--- src/hw/rtl/priority_bitmap_task_scheduler_top_defines.svh ---
// Assertion macros used by the scheduler core RTL.
// No dependencies.
`ifndef PRIORITY_BITMAP_TASK_SCHEDULER_TOP_DEFINES_SVH
`define PRIORITY_BITMAP_TASK_SCHEDULER_TOP_DEFINES_SVH
// implication checked on each rising clock edge outside reset
`define PBTS_ASSERT_IMP(label, clk, rst_n, cond, prop, msg) \
    label: assert property (@(posedge clk) disable iff (!rst_n) (cond) |-> (prop)) \
        else $error(msg);
// next-cycle implication
`define PBTS_ASSERT_NXT(label, clk, rst_n, cond, prop, msg) \
    label: assert property (@(posedge clk) disable iff (!rst_n) (cond) |=> (prop)) \
        else $error(msg);
`endif

--- src/hw/rtl/pbts_pkg.sv ---
// Package for the priority bitmap task scheduler: word types, request codes, states.
// No dependencies.
package pbts_pkg;
    localparam int PRIO_LEVELS_DEF = 32;
    localparam int TASK_SLOTS_DEF  = 16;
    localparam logic [7:0] LOCK_MAX = 8'd255;
    localparam logic [7:0] SLICE_RESET = 8'd10;

    typedef enum logic [2:0] {
        REQ_READY     = 3'd0,
        REQ_NOT_READY = 3'd1,
        REQ_DELAY     = 3'd2,
        REQ_WAKE      = 3'd3,
        REQ_TICK      = 3'd4,
        REQ_LOCK      = 3'd5,
        REQ_UNLOCK    = 3'd6,
        REQ_SCHEDULE  = 3'd7
    } t_req;

    typedef struct packed {
        logic [2:0]  req_type;
        logic [3:0]  task_id;
        logic [4:0]  task_priority;
        logic [31:0] tick_count;
    } t_in_word;

    typedef struct packed {
        logic        switch_request;
        logic [3:0]  chosen_task;
        logic        none_ready;
        logic [7:0]  lock_level;
    } t_out_word;

    typedef enum logic [3:0] {
        ST_IDLE,
        ST_DISPATCH,
        ST_TICK_SCAN,
        ST_SLICE,
        ST_ROT_DEQ,
        ST_ROT_ENQ,
        ST_PRI_SCAN,
        ST_PICK,
        ST_DONE
    } t_state;
endpackage

--- src/hw/rtl/pbts_core.sv ---
// Sequenced scheduler core: queues, delay counters, slices and one shared decrementer.
// Depends on pbts_pkg and the assertion macro header.
`include "priority_bitmap_task_scheduler_top_defines.svh"
module pbts_core import pbts_pkg::*; #(
    parameter int PRIORITY_LEVELS = PRIO_LEVELS_DEF,
    parameter int TASK_SLOTS      = TASK_SLOTS_DEF
) (
    input  logic      i_clk,
    input  logic      i_rst_n,
    input  logic      i_start,
    input  t_in_word  i_word,
    input  logic [7:0] i_slice_length,
    output logic      o_busy,
    output logic      o_done,
    output t_out_word o_word
);
    localparam int TW = $clog2(TASK_SLOTS + 1);
    localparam int TI = $clog2(TASK_SLOTS);
    localparam int PW = $clog2(PRIORITY_LEVELS);
    localparam logic [TW-1:0] NIL = TW'(TASK_SLOTS);

    t_state r_state, n_state;
    t_in_word r_req;
    logic [PRIORITY_LEVELS-1:0] r_bitmap;
    logic [TW-1:0] r_head [PRIORITY_LEVELS];
    logic [TW-1:0] r_tail [PRIORITY_LEVELS];
    logic [TW-1:0] r_lnext [TASK_SLOTS];
    logic [TW-1:0] r_lprev [TASK_SLOTS];
    logic [PW-1:0] r_prio [TASK_SLOTS];
    logic [TASK_SLOTS-1:0] r_queued, r_delayed;
    logic [31:0] r_dcount [TASK_SLOTS];
    logic [7:0] r_slice [TASK_SLOTS];
    logic [TW-1:0] r_running;
    logic [7:0] r_lock;
    logic [TW-1:0] r_idx;
    logic [PW:0] r_pidx;
    logic [TW-1:0] r_rot;
    logic r_sw;
    logic [3:0] r_next;

    // shared decrementer over the scanned counter
    logic [TI-1:0] idx;
    logic [31:0] dec_in, dec_out;
    assign idx = r_idx[TI-1:0];
    assign dec_in = r_dcount[idx];
    assign dec_out = (dec_in != 32'd0) ? dec_in - 32'd1 : 32'd0;

    logic [PW-1:0] req_p;
    logic task_ok;
    assign task_ok = {28'd0, r_req.task_id} < 32'(TASK_SLOTS);
    assign req_p = ({27'd0, r_req.task_priority} >= 32'(PRIORITY_LEVELS)) ?
                   PW'(PRIORITY_LEVELS - 1) : PW'(r_req.task_priority);

    logic [TI-1:0] run_i;
    logic [PW-1:0] run_p;
    assign run_i = r_running[TI-1:0];
    assign run_p = r_prio[run_i];

    logic [PW-1:0] pix;
    assign pix = r_pidx[PW-1:0];

    always_comb begin
        n_state = r_state;
        case (r_state)
            ST_IDLE:      if (i_start) n_state = ST_DISPATCH;
            ST_DISPATCH: begin
                case (t_req'(r_req.req_type))
                    REQ_TICK:     n_state = ST_TICK_SCAN;
                    REQ_SCHEDULE: n_state = ST_PRI_SCAN;
                    REQ_UNLOCK:   n_state = (r_lock == 8'd1) ? ST_PRI_SCAN : ST_DONE;
                    default:      n_state = ST_DONE;
                endcase
            end
            ST_TICK_SCAN: if (r_idx == TW'(TASK_SLOTS - 1)) n_state = ST_SLICE;
            ST_SLICE: begin
                if (r_running == NIL || r_slice[run_i] > 8'd1) n_state = ST_PRI_SCAN;
                else if (r_head[run_p] != NIL && r_head[run_p] != r_tail[run_p])
                    n_state = ST_ROT_DEQ;
                else n_state = ST_PRI_SCAN;
            end
            ST_ROT_DEQ:   n_state = ST_ROT_ENQ;
            ST_ROT_ENQ:   n_state = ST_PRI_SCAN;
            ST_PRI_SCAN: begin
                if (r_lock != 8'd0 || r_bitmap == '0) n_state = ST_DONE;
                else if (r_bitmap[pix]) n_state = ST_PICK;
            end
            ST_PICK:      n_state = ST_DONE;
            ST_DONE:      n_state = ST_IDLE;
            default:      n_state = ST_IDLE;
        endcase
    end

    always_comb begin
        o_busy = (r_state != ST_IDLE);
        o_done = (r_state == ST_DONE);
        o_word.switch_request = r_sw;
        o_word.chosen_task = r_next;
        o_word.none_ready = (r_bitmap == '0);
        o_word.lock_level = r_lock;
    end

    always_ff @(posedge i_clk) begin
        if (!i_rst_n) begin
            r_state <= ST_IDLE;
            r_bitmap <= '0;
            r_queued <= '0;
            r_delayed <= '0;
            r_running <= NIL;
            r_lock <= 8'd0;
            r_idx <= '0;
            r_pidx <= '0;
            r_sw <= 1'b0;
            r_next <= 4'd0;
            for (int i = 0; i < PRIORITY_LEVELS; i++) begin
                r_head[i] <= NIL;
                r_tail[i] <= NIL;
            end
            for (int i = 0; i < TASK_SLOTS; i++) begin
                r_slice[i] <= SLICE_RESET;
                r_prio[i] <= '0;
            end
        end else begin
            r_state <= n_state;
            case (r_state)
                ST_IDLE: begin
                    if (i_start) begin
                        r_req <= i_word;
                        r_sw <= 1'b0;
                        r_next <= 4'd0;
                        r_idx <= '0;
                        r_pidx <= '0;
                    end
                end
                ST_DISPATCH: begin
                    case (t_req'(r_req.req_type))
                        REQ_READY: if (task_ok && !r_queued[r_req.task_id[TI-1:0]]) begin
                            r_lnext[r_req.task_id[TI-1:0]] <= NIL;
                            r_lprev[r_req.task_id[TI-1:0]] <= r_tail[req_p];
                            if (r_tail[req_p] == NIL) r_head[req_p] <= TW'(r_req.task_id);
                            else r_lnext[r_tail[req_p][TI-1:0]] <= TW'(r_req.task_id);
                            r_tail[req_p] <= TW'(r_req.task_id);
                            r_prio[r_req.task_id[TI-1:0]] <= req_p;
                            r_queued[r_req.task_id[TI-1:0]] <= 1'b1;
                            r_bitmap[req_p] <= 1'b1;
                        end
                        REQ_NOT_READY: if (task_ok && r_queued[r_req.task_id[TI-1:0]]) begin
                            r_rot <= TW'(r_req.task_id);
                            r_queued[r_req.task_id[TI-1:0]] <= 1'b0;
                            begin : deq
                                logic [TI-1:0] t;
                                logic [PW-1:0] p;
                                logic [TW-1:0] nx, pv;
                                t = r_req.task_id[TI-1:0];
                                p = r_prio[t];
                                nx = r_lnext[t];
                                pv = r_lprev[t];
                                if (pv == NIL) r_head[p] <= nx;
                                else r_lnext[pv[TI-1:0]] <= nx;
                                if (nx == NIL) r_tail[p] <= pv;
                                else r_lprev[nx[TI-1:0]] <= pv;
                                if (pv == NIL && nx == NIL) r_bitmap[p] <= 1'b0;
                            end
                        end
                        REQ_DELAY: if (task_ok) begin
                            r_dcount[r_req.task_id[TI-1:0]] <= r_req.tick_count;
                            r_delayed[r_req.task_id[TI-1:0]] <= 1'b1;
                        end
                        REQ_WAKE: if (task_ok) r_delayed[r_req.task_id[TI-1:0]] <= 1'b0;
                        REQ_LOCK: if (r_lock != LOCK_MAX) r_lock <= r_lock + 8'd1;
                        REQ_UNLOCK: if (r_lock != 8'd0) r_lock <= r_lock - 8'd1;
                        default: ;
                    endcase
                end
                ST_TICK_SCAN: begin
                    r_idx <= r_idx + TW'(1);
                    if (r_delayed[idx]) begin
                        r_dcount[idx] <= dec_out;
                        if (dec_out == 32'd0) begin
                            r_delayed[idx] <= 1'b0;
                            if (!r_queued[idx]) begin : enq
                                logic [PW-1:0] p;
                                p = r_prio[idx];
                                r_lnext[idx] <= NIL;
                                r_lprev[idx] <= r_tail[p];
                                if (r_tail[p] == NIL) r_head[p] <= r_idx;
                                else r_lnext[r_tail[p][TI-1:0]] <= r_idx;
                                r_tail[p] <= r_idx;
                                r_queued[idx] <= 1'b1;
                                r_bitmap[p] <= 1'b1;
                            end
                        end
                    end
                end
                ST_SLICE: begin
                    if (r_running != NIL) begin
                        if (r_slice[run_i] > 8'd1) r_slice[run_i] <= r_slice[run_i] - 8'd1;
                        else r_slice[run_i] <= i_slice_length;
                    end
                    r_rot <= r_head[run_p];
                end
                ST_ROT_DEQ: begin
                    // head leaves: its successor becomes head (queue has two or more)
                    r_head[run_p] <= r_lnext[r_rot[TI-1:0]];
                    r_lprev[r_lnext[r_rot[TI-1:0]][TI-1:0]] <= NIL;
                end
                ST_ROT_ENQ: begin
                    r_lnext[r_rot[TI-1:0]] <= NIL;
                    r_lprev[r_rot[TI-1:0]] <= r_tail[run_p];
                    r_lnext[r_tail[run_p][TI-1:0]] <= r_rot;
                    r_tail[run_p] <= r_rot;
                end
                ST_PRI_SCAN: if (!r_bitmap[pix]) r_pidx <= r_pidx + (PW+1)'(1);
                ST_PICK: begin
                    if (r_head[pix] != NIL && r_head[pix] != r_running) begin
                        r_running <= r_head[pix];
                        r_sw <= 1'b1;
                        r_next <= 4'(r_head[pix]);
                    end
                end
                default: ;
            endcase
        end
    end

    `PBTS_ASSERT_IMP(a_done_from_work, i_clk, i_rst_n, o_done, $past(r_state) != ST_IDLE, "stray done")
    `PBTS_ASSERT_IMP(a_sw_unlocked, i_clk, i_rst_n, o_done && r_sw, r_lock == 8'd0, "locked switch")
    `PBTS_ASSERT_NXT(a_done_idle, i_clk, i_rst_n, o_done, r_state == ST_IDLE, "done not idle")
endmodule

--- src/hw/rtl/pbts_out_reg.sv ---
// Output holding register: keeps one result word until the consumer takes it or a new word is loaded.
// Depends on pbts_pkg.
module pbts_out_reg import pbts_pkg::*; (
    input  logic      i_clk,
    input  logic      i_rst_n,
    input  logic      i_load,
    input  t_out_word i_word,
    input  logic      i_ready,
    output logic      o_valid,
    output logic      o_full,
    output t_out_word o_word
);
    logic r_valid;
    t_out_word r_word;
    assign o_valid = r_valid;
    assign o_full = r_valid && !i_ready;
    assign o_word = r_word;
    always_ff @(posedge i_clk) begin
        if (!i_rst_n) begin
            r_valid <= 1'b0;
        end else begin
            if (i_load) r_valid <= 1'b1;
            else if (i_ready) r_valid <= 1'b0;
        end
        if (i_load) r_word <= i_word;
    end
endmodule

--- src/hw/rtl/priority_bitmap_task_scheduler_top.sv ---
// Top level of the priority bitmap task scheduler.
// Depends on pbts_pkg, pbts_core and pbts_out_reg.
// One request at a time: ready, not-ready, delay, wake and lock go from dispatch straight
// to done; schedule, and an unlock that brings the lock level to zero, add the bitmap scan
// and pick; a tick steps through the delay counters (one delay counter per cycle through
// the shared decrementer), then the slice check and, when the slice has run out and the
// queue holds two or more, the rotation, then the schedule scan. Ready drops while a
// request is in work and while an untaken result would be overwritten.
module priority_bitmap_task_scheduler_top import pbts_pkg::*; #(
    parameter int PRIORITY_LEVELS = PRIO_LEVELS_DEF,
    parameter int TASK_SLOTS      = TASK_SLOTS_DEF
) (
    input  logic       i_clk,
    input  logic       i_rst_n,
    input  logic       i_cfg_we,
    input  logic [7:0] i_cfg_data,
    input  logic       i_valid,
    output logic       o_ready,
    input  t_in_word   i_word,
    output logic       o_valid,
    input  logic       i_ready,
    output t_out_word  o_word
);
    logic [7:0] r_slice_length;
    logic busy, done, full;
    t_out_word core_word;

    always_ff @(posedge i_clk) begin
        if (!i_rst_n) r_slice_length <= SLICE_RESET;
        else if (i_cfg_we) r_slice_length <= i_cfg_data;
    end

    assign o_ready = !busy && !full;

    pbts_core #(.PRIORITY_LEVELS(PRIORITY_LEVELS), .TASK_SLOTS(TASK_SLOTS)) u_core (
        .i_clk(i_clk), .i_rst_n(i_rst_n), .i_start(i_valid && o_ready),
        .i_word(i_word), .i_slice_length(r_slice_length),
        .o_busy(busy), .o_done(done), .o_word(core_word)
    );

    pbts_out_reg u_out (
        .i_clk(i_clk), .i_rst_n(i_rst_n), .i_load(done), .i_word(core_word),
        .i_ready(i_ready), .o_valid(o_valid), .o_full(full), .o_word(o_word)
    );
endmodule

--- config.mk ---
export PLATFORM = sky130hd
export DESIGN_NAME = priority_bitmap_task_scheduler_top
export DESIGN_NICKNAME = d
export VERILOG_FILES = /design/src/hw/rtl/pbts_pkg.sv /design/src/hw/rtl/pbts_core.sv /design/src/hw/rtl/pbts_out_reg.sv /design/src/hw/rtl/priority_bitmap_task_scheduler_top.sv
export VERILOG_INCLUDE_DIRS = /design/src /design/src/hw/rtl
export SDC_FILE = /design/constraint.sdc
export NUM_CORES = 2
export LEC_CHECK = 0
export BUFFER_PORTS_ARGS = -buffer_cell sky130_fd_sc_hd__buf_4
export CAP_MARGIN = 20
export CORE_ASPECT_RATIO = 1.1
export CORE_MARGIN = 5
export CORE_UTILIZATION = 30
export CTS_CLUSTER_SIZE = 14
export DETAILED_ROUTE_END_ITERATION = 12
export GPL_TIMING_DRIVEN = 1
export RECOVER_POWER = 100
export SYNTH_ARGS = -nofsm -noshare
export SYNTH_HDL_FRONTEND = slang
export SYNTH_SLANG_ARGS = --single-unit
--- constraint.sdc ---
create_clock -name i_clk -period 11.4 [get_ports i_clk]
set_clock_uncertainty 0.1 [all_clocks]
set_input_delay 0 -clock i_clk [delete_from_list [all_inputs] [get_ports i_clk]]
set_output_delay 0 -clock i_clk [all_outputs]
set_load 0.005 [all_outputs]
---- Yosys cells after proc, flatten, opt, wreduce, memory -nomap -nowiden ----
Memory sizes are Yosys's and may differ from the RTL's. A register that Yosys moved wholly into a read port is not among the register bits.
Index checks and enable logic that the tools add are counted.
cells by class
  add/sub/neg operators ................... 6
  $lt $le $gt $ge ......................... 12
  equal/unequal tests ..................... 45
  muxes and demuxes ....................... 228
  bitwise gates (word level) .............. 13
  reduce and logical (&&, ||, !) cells .... 61
operator list
  operator                                              count
  two-way mux 32 bit                                    8
  two-way mux 5 bit                                     32
  two-way mux 4 bit                                     32
  case mux 16 bit (2 select lines)                      4
  case mux 32 bit (2 select lines)                      2
  two-way mux 1 bit                                     119
  two-way mux 16 bit                                    7
  OR reduction 5 bit                                    18
  zero test 32 bit                                      2
  OR 32 bit                                             2
  bitwise AND 16 bit                                    3
  OR 16 bit                                             3
  bitwise AND 32 bit                                    1
  two-way mux 8 bit                                     4
  NOT 16 bit                                            2
  NOT 32 bit                                            1
  case mux 4 bit (8 select lines)                       1
  nonzero test 32 bit                                   1
  OR reduction 32 bit                                   1
  subtractor 32 x 1 -> 32 bit (second input constant)   1
  equality test 5 bit (second input constant)           5
  < comparator 5 x 6 -> 1 bit (second input constant)   4
  case mux 5 bit (2 select lines)                       2
  equality test 4 x 3 -> 1 bit (second input constant)  4
  other kinds (50)                                      106
word-level totals
  flip-flop bits (word level) ............. 169
  RAM bits ................................ 1,200
  bits of input ports ..................... 57
  logic and storage cells ................. 393
  memories ................................ 7
memory list
  memory           words  width  rd ports  clocked after memory_dff  wr ports  RTL line         source
  u_core.r_dcount  16     32     1         1                         1         pbts_core.sv:31  logic [31:0] r_dcount [TASK_SLOTS];
  u_core.r_head    32     5      2         1                         32        pbts_core.sv:25  logic [TW-1:0] r_head [PRIORITY_LEVELS];
  u_core.r_tail    32     5      3         1                         32        pbts_core.sv:26  logic [TW-1:0] r_tail [PRIORITY_LEVELS];
  u_core.r_slice   16     8      1         1                         16        pbts_core.sv:32  logic [7:0] r_slice [TASK_SLOTS];
  u_core.r_lnext   16     5      2         2                         2         pbts_core.sv:27  logic [TW-1:0] r_lnext [TASK_SLOTS];
  u_core.r_lprev   16     5      1         1                         1         pbts_core.sv:28  logic [TW-1:0] r_lprev [TASK_SLOTS];
  +1 memories      n/a    n/a    n/a       n/a                       n/a       n/a

---- Logic depth before layout (Yosys ltp) ----
  depth after elaboration ................. 12
  depth in mapped cells ................... 22
  gate-level depth less buffers ........... 14

---- Hierarchy ----
A second synthesis with hierarchy kept.
second synthesis, totals
  cell total of the unflattened synthesis .. 5,028
  area total of the unflattened synthesis .. 69,484.1 sq um
by module, submodules not included
  module                              instances  cells each  area each (sq um)  sequential area each (sq um)
  pbts_core                           1          4,984       68,715.9           39,948.3
  pbts_out_reg                        1          17          461.7              440.4
  priority_bitmap_task_scheduler_top  1          27          306.5              160.2

---- Least setup slack after synthesis ----
No wires, ideal clock.
  path kind ............................... register to register
  start ................................... register (tool-made name)
  end ..................................... memory u_core.r_lprev[9][0] (netlist bit), enable pin
  setup time .............................. 0.381 ns
  arrival time ............................ 5.044 ns
  required time ........................... 10.919 ns
  path slack .............................. 5.875 ns
  cell stages (with the launch flop) ...... 21
  clock period less this slack ............ 5.525 ns
  path through ............................ dfxtp_1 buf_4 buf_4 buf_6 buf_6 buf_2 buf_2 mux4_2 mux4_2 or2_1 nor4_1 nand2_1 o2111ai_1 nand3_1 nor2_2 buf_4 buf_4 a21oi_1 nor3_1 o21ai_1 nor4_1
RTL lines
  element        RTL line
  end, declared  pbts_core.sv:28

---- Final worst setup path ----
  start ................................... input port i_rst_n
  end ..................................... memory u_core.r_dcount[7][23], enable pin
between the ends
  word-level cells in the longest chain between the ends .. 4
  elaborated cells on any way between the ends .. 7
RTL lines
  element                                                                         RTL line                                  source
  start, declared                                                                 priority_bitmap_task_scheduler_top.sv:14  input logic i_rst_n,
  two-way mux 1 bit                                                               pbts_core.sv:103                          if (!i_rst_n) begin
  two-way mux 1 bit (implied by the code)                                         pbts_core.sv:177                          r_dcount[idx] <= dec_out;
  OR reduction 32 bit (no source line)                                            n/a
  two-way mux 4 bit (no source line) / two-way mux 1 bit (equally long branches)  n/a
  end, declared                                                                   pbts_core.sv:31
Parallel ways exist; a longest one is shown, timed or not.

==> impl_metrics.env <==
export IMPL_gp_congestion=0.9454
export IMPL_yosys_area_top_type="edfxtp_1"
export IMPL_nNetsFinal=5144
export IMPL_drt_iter0_drc=5601
export IMPL_dr_pass1_iters=6
export IMPL_worst_path_max_fanout=92
export IMPL_yosys_area_top_type_share=0.5493
export IMPL_cts_made_buffers=143
export IMPL_cp_cell_sequence="dlygate4sd3_1, clkbuf_1, clkbuf_1, inv_1, nor2_1, buf_4, a21oi_1, nor2_4, clkbuf_1"
export IMPL_path_delay_family="buffers and inverters"
export IMPL_grt_pass1_wl_um=310200
export IMPL_worstSetupEndpointType="register"
export IMPL_cts_tree="done"
export IMPL_crit_type="in2reg"
export IMPL_fin_crit_sh=0.8545
export IMPL_stdcell_count=8264
export IMPL_dieArea_um2=239900
export IMPL_worstPathRequired_ps=11630
export IMPL_start_util=0.3017
export IMPL_hold_path_class="in2reg"
export IMPL_cts_root_buffer="clkbuf_16"
export IMPL_setup_tns_ps=0
export IMPL_path_common_cell="clkbuf_1"
export IMPL_ys_ff_latch=1394
export IMPL_final_common_cell="edfxtp_1"
export IMPL_io_buffers=72
export IMPL_fin_hold_ws_ps=238.4
export IMPL_synthArstFlopShare=0
export IMPL_synth_area_leaders="edfxtp_1 55%, mux4_2 17%, dfxtp_1 3.8%, nor2_1 2.9%, mux2i_1 2.5%"
export IMPL_clk_latency_ps=820
export IMPL_cts_resized_gates=0
export IMPL_first_global_vias=45575
export IMPL_dp_cells=7870
export IMPL_area_growth_syn_to_layout_pct=14.07
export IMPL_timing_fmax_mhz=102.7
export IMPL_yosysWarnings=0
export IMPL_h_tree_depth=4
export IMPL_synth_flop_cell="edfxtp_1"
export IMPL_hp_start="i_valid"
export IMPL_synth_edf_count=1263
export IMPL_die_h_um=513.2
export IMPL_clk_pin_slew_ps=60
export IMPL_syn_nets=5028
export IMPL_synth_cell_types=98
export IMPL_synth_area_per_cell_um2=13.92
export IMPL_wl_per_cell_um=25.77
export IMPL_ctsLongestPathBuffers=3
export IMPL_place_area_um2=73060
export IMPL_vdd_drop_max_uv=165.8
export IMPL_finalSetupViolCount=0
export IMPL_hold_viol_final=0
export IMPL_slew_headroom=-2.501
export IMPL_synthCells=4959
export IMPL_antenna_found_initial=6
export IMPL_rsz0062_at_grt="false"
export IMPL_status="finished, violations left"
export IMPL_cap_violations=22
export IMPL_dr_total_vias=46469
export IMPL_nFillCells=22052
export IMPL_slew_violations=827
export IMPL_final_area_um2=78760
export IMPL_core_um2=228800
export IMPL_layout_drive_gt1_share=0.1855
export IMPL_p_leak_uw=0.02455
export IMPL_post_cts_setup_buffers=0
export IMPL_wirelength_um=212900
export IMPL_fp_dieW_um=467.4
export IMPL_ctsHoldBuffers=123
export IMPL_dp_slack_ps=2914
export IMPL_ant_nets=0
export IMPL_seq_area_frac_synth=0.5873
export IMPL_grt_use_total=0.1728
export IMPL_power_density_nw_per_um2=151.4
export IMPL_crit_buf_inv=6
export IMPL_crit_slowest_cell="clkbuf_1"
export IMPL_crit_arrival_ps=9970
export IMPL_fin_ws_ps=1658
export IMPL_final_cell_mix="1,263 x edfxtp_1, 522 x nor2_1, 503 x mux4_2, 393 x nand2_1, 211 x a21oi_1"
export IMPL_rows=184
export IMPL_period_minus_slack_ps=9742
export IMPL_cp_start_kind="input pin"
export IMPL_violations="max-capacitance violations, max-slew violations"
export IMPL_io_pins=73
export IMPL_numClockSinks=1394
export IMPL_dp_hpwl_um=138900
export IMPL_grt_remaining_overflow=0
export IMPL_slowest_delay_ps=3630
export IMPL_syn_area_um2=69050
export IMPL_remaining_drc_errors=0
export IMPL_vias_per_cell=5.623
export IMPL_grt_max_degree=94
export IMPL_worst_pin_slew_ps=5252
export IMPL_cp_startpoint="i_rst_n"
## through the flow
step             util  total power, µW
6_report       0.3442            11920
5_1_grt        0.3442            12260
4_1_cts        0.3456            11990
3_5_place_dp   0.3192             7159
3_3_place_gp   0.3189             7138
2_1_floorplan       -             6685
## state kept, by name, summed over array words and instances (netlist names), 8 cells and up, named ones only
signal,cells
u_core.r_lnext,80
u_core.r_slice,128
u_core.r_dcount,512
r_slice_length,8
u_core.r_prio,80
u_core.r_lprev,80
u_core.r_tail,160
u_core.r_bitmap,32
u_out.o_word,14
u_core.r_lock,8
u_core.r_req,39
u_core.r_head,160
## tightest hold or removal path, cell delays in order
cell and delay (ps):
dlygate4sd3_1 530, buf_4 160, nand2_1 60, buf_4 210, nand2_1 90, a21oi_1 50
## per-layer routing
metal,global-route usage,wire length [µm]
met4,0.08092,11080
met2,0.2852,102500
met3,0.03114,18160
met5,0,15
met1,0.2207,81150
## power by group
group / switching [µW] / internal, µW / total, µW
Clock: 2050 / 2780 / 4840
Sequential: 104 / 5700 / 5810
Combinational: 833 / 448 / 1280
## kinds of logic after synthesis
kind of cell | Yosys count | synth area share
buffers and inverters | 395 | 0.02571
muxes | 718 | 0.1965
AOI/OAI and AO/OA | 781 | 0.07103
DFF | 1394 | 0.5873
xor gates and xnor gates | 47 | 0.005962
adders and majority gates | 12 | 0.002174
and+or+nand+nor | 1612 | 0.1114
## synth_stat cells, types with 78 or more instances
cell type,instances
a21oi_1,212
o21ai_0,114
dfxtp_1,131
nor2_1,537
clkbuf_1,216
mux4_2,506
nand2b_1,78
nor3_1,84
edfxtp_1,1263
buf_2,81
nand2_1,394
nand3_1,128
o21ai_1,121
and3_1,153
mux2i_1,173
## cell type report
| type | count | area (µm²) | share of cell area |
|---|---|---|---|
| antenna | 3 | 7.507 | 0.00009531 |
| clock inverter | 75 | 890.9 | 0.01131 |
| sequential | 1394 | 40570 | 0.5151 |
| inverter | 25 | 93.84 | 0.001191 |
| tap | 3069 | 3840 | 0.04875 |
| timing repair buffer | 341 | 2597 | 0.03298 |
| multi-input combinational | 3170 | 26850 | 0.3409 |
| clock buffer | 187 | 3910 | 0.04964 |
## path summary, 6_finish.rpt
check	end	slack, ps	cells past startpoint
worst max-delay path	u_core.r_dcount[7][23]$_DFFE_PP_	1660	9
worst min register to register	u_out.o_word[13]$_DFFE_PP_	370	0
worst max register to register	u_core.r_tail[6][3]$_SDFFCE_PN0P_	1680	13
worst min-delay path	u_core.r_sw$_SDFFE_PN0P_	240	6
Power figures use the tool's default switching activity.
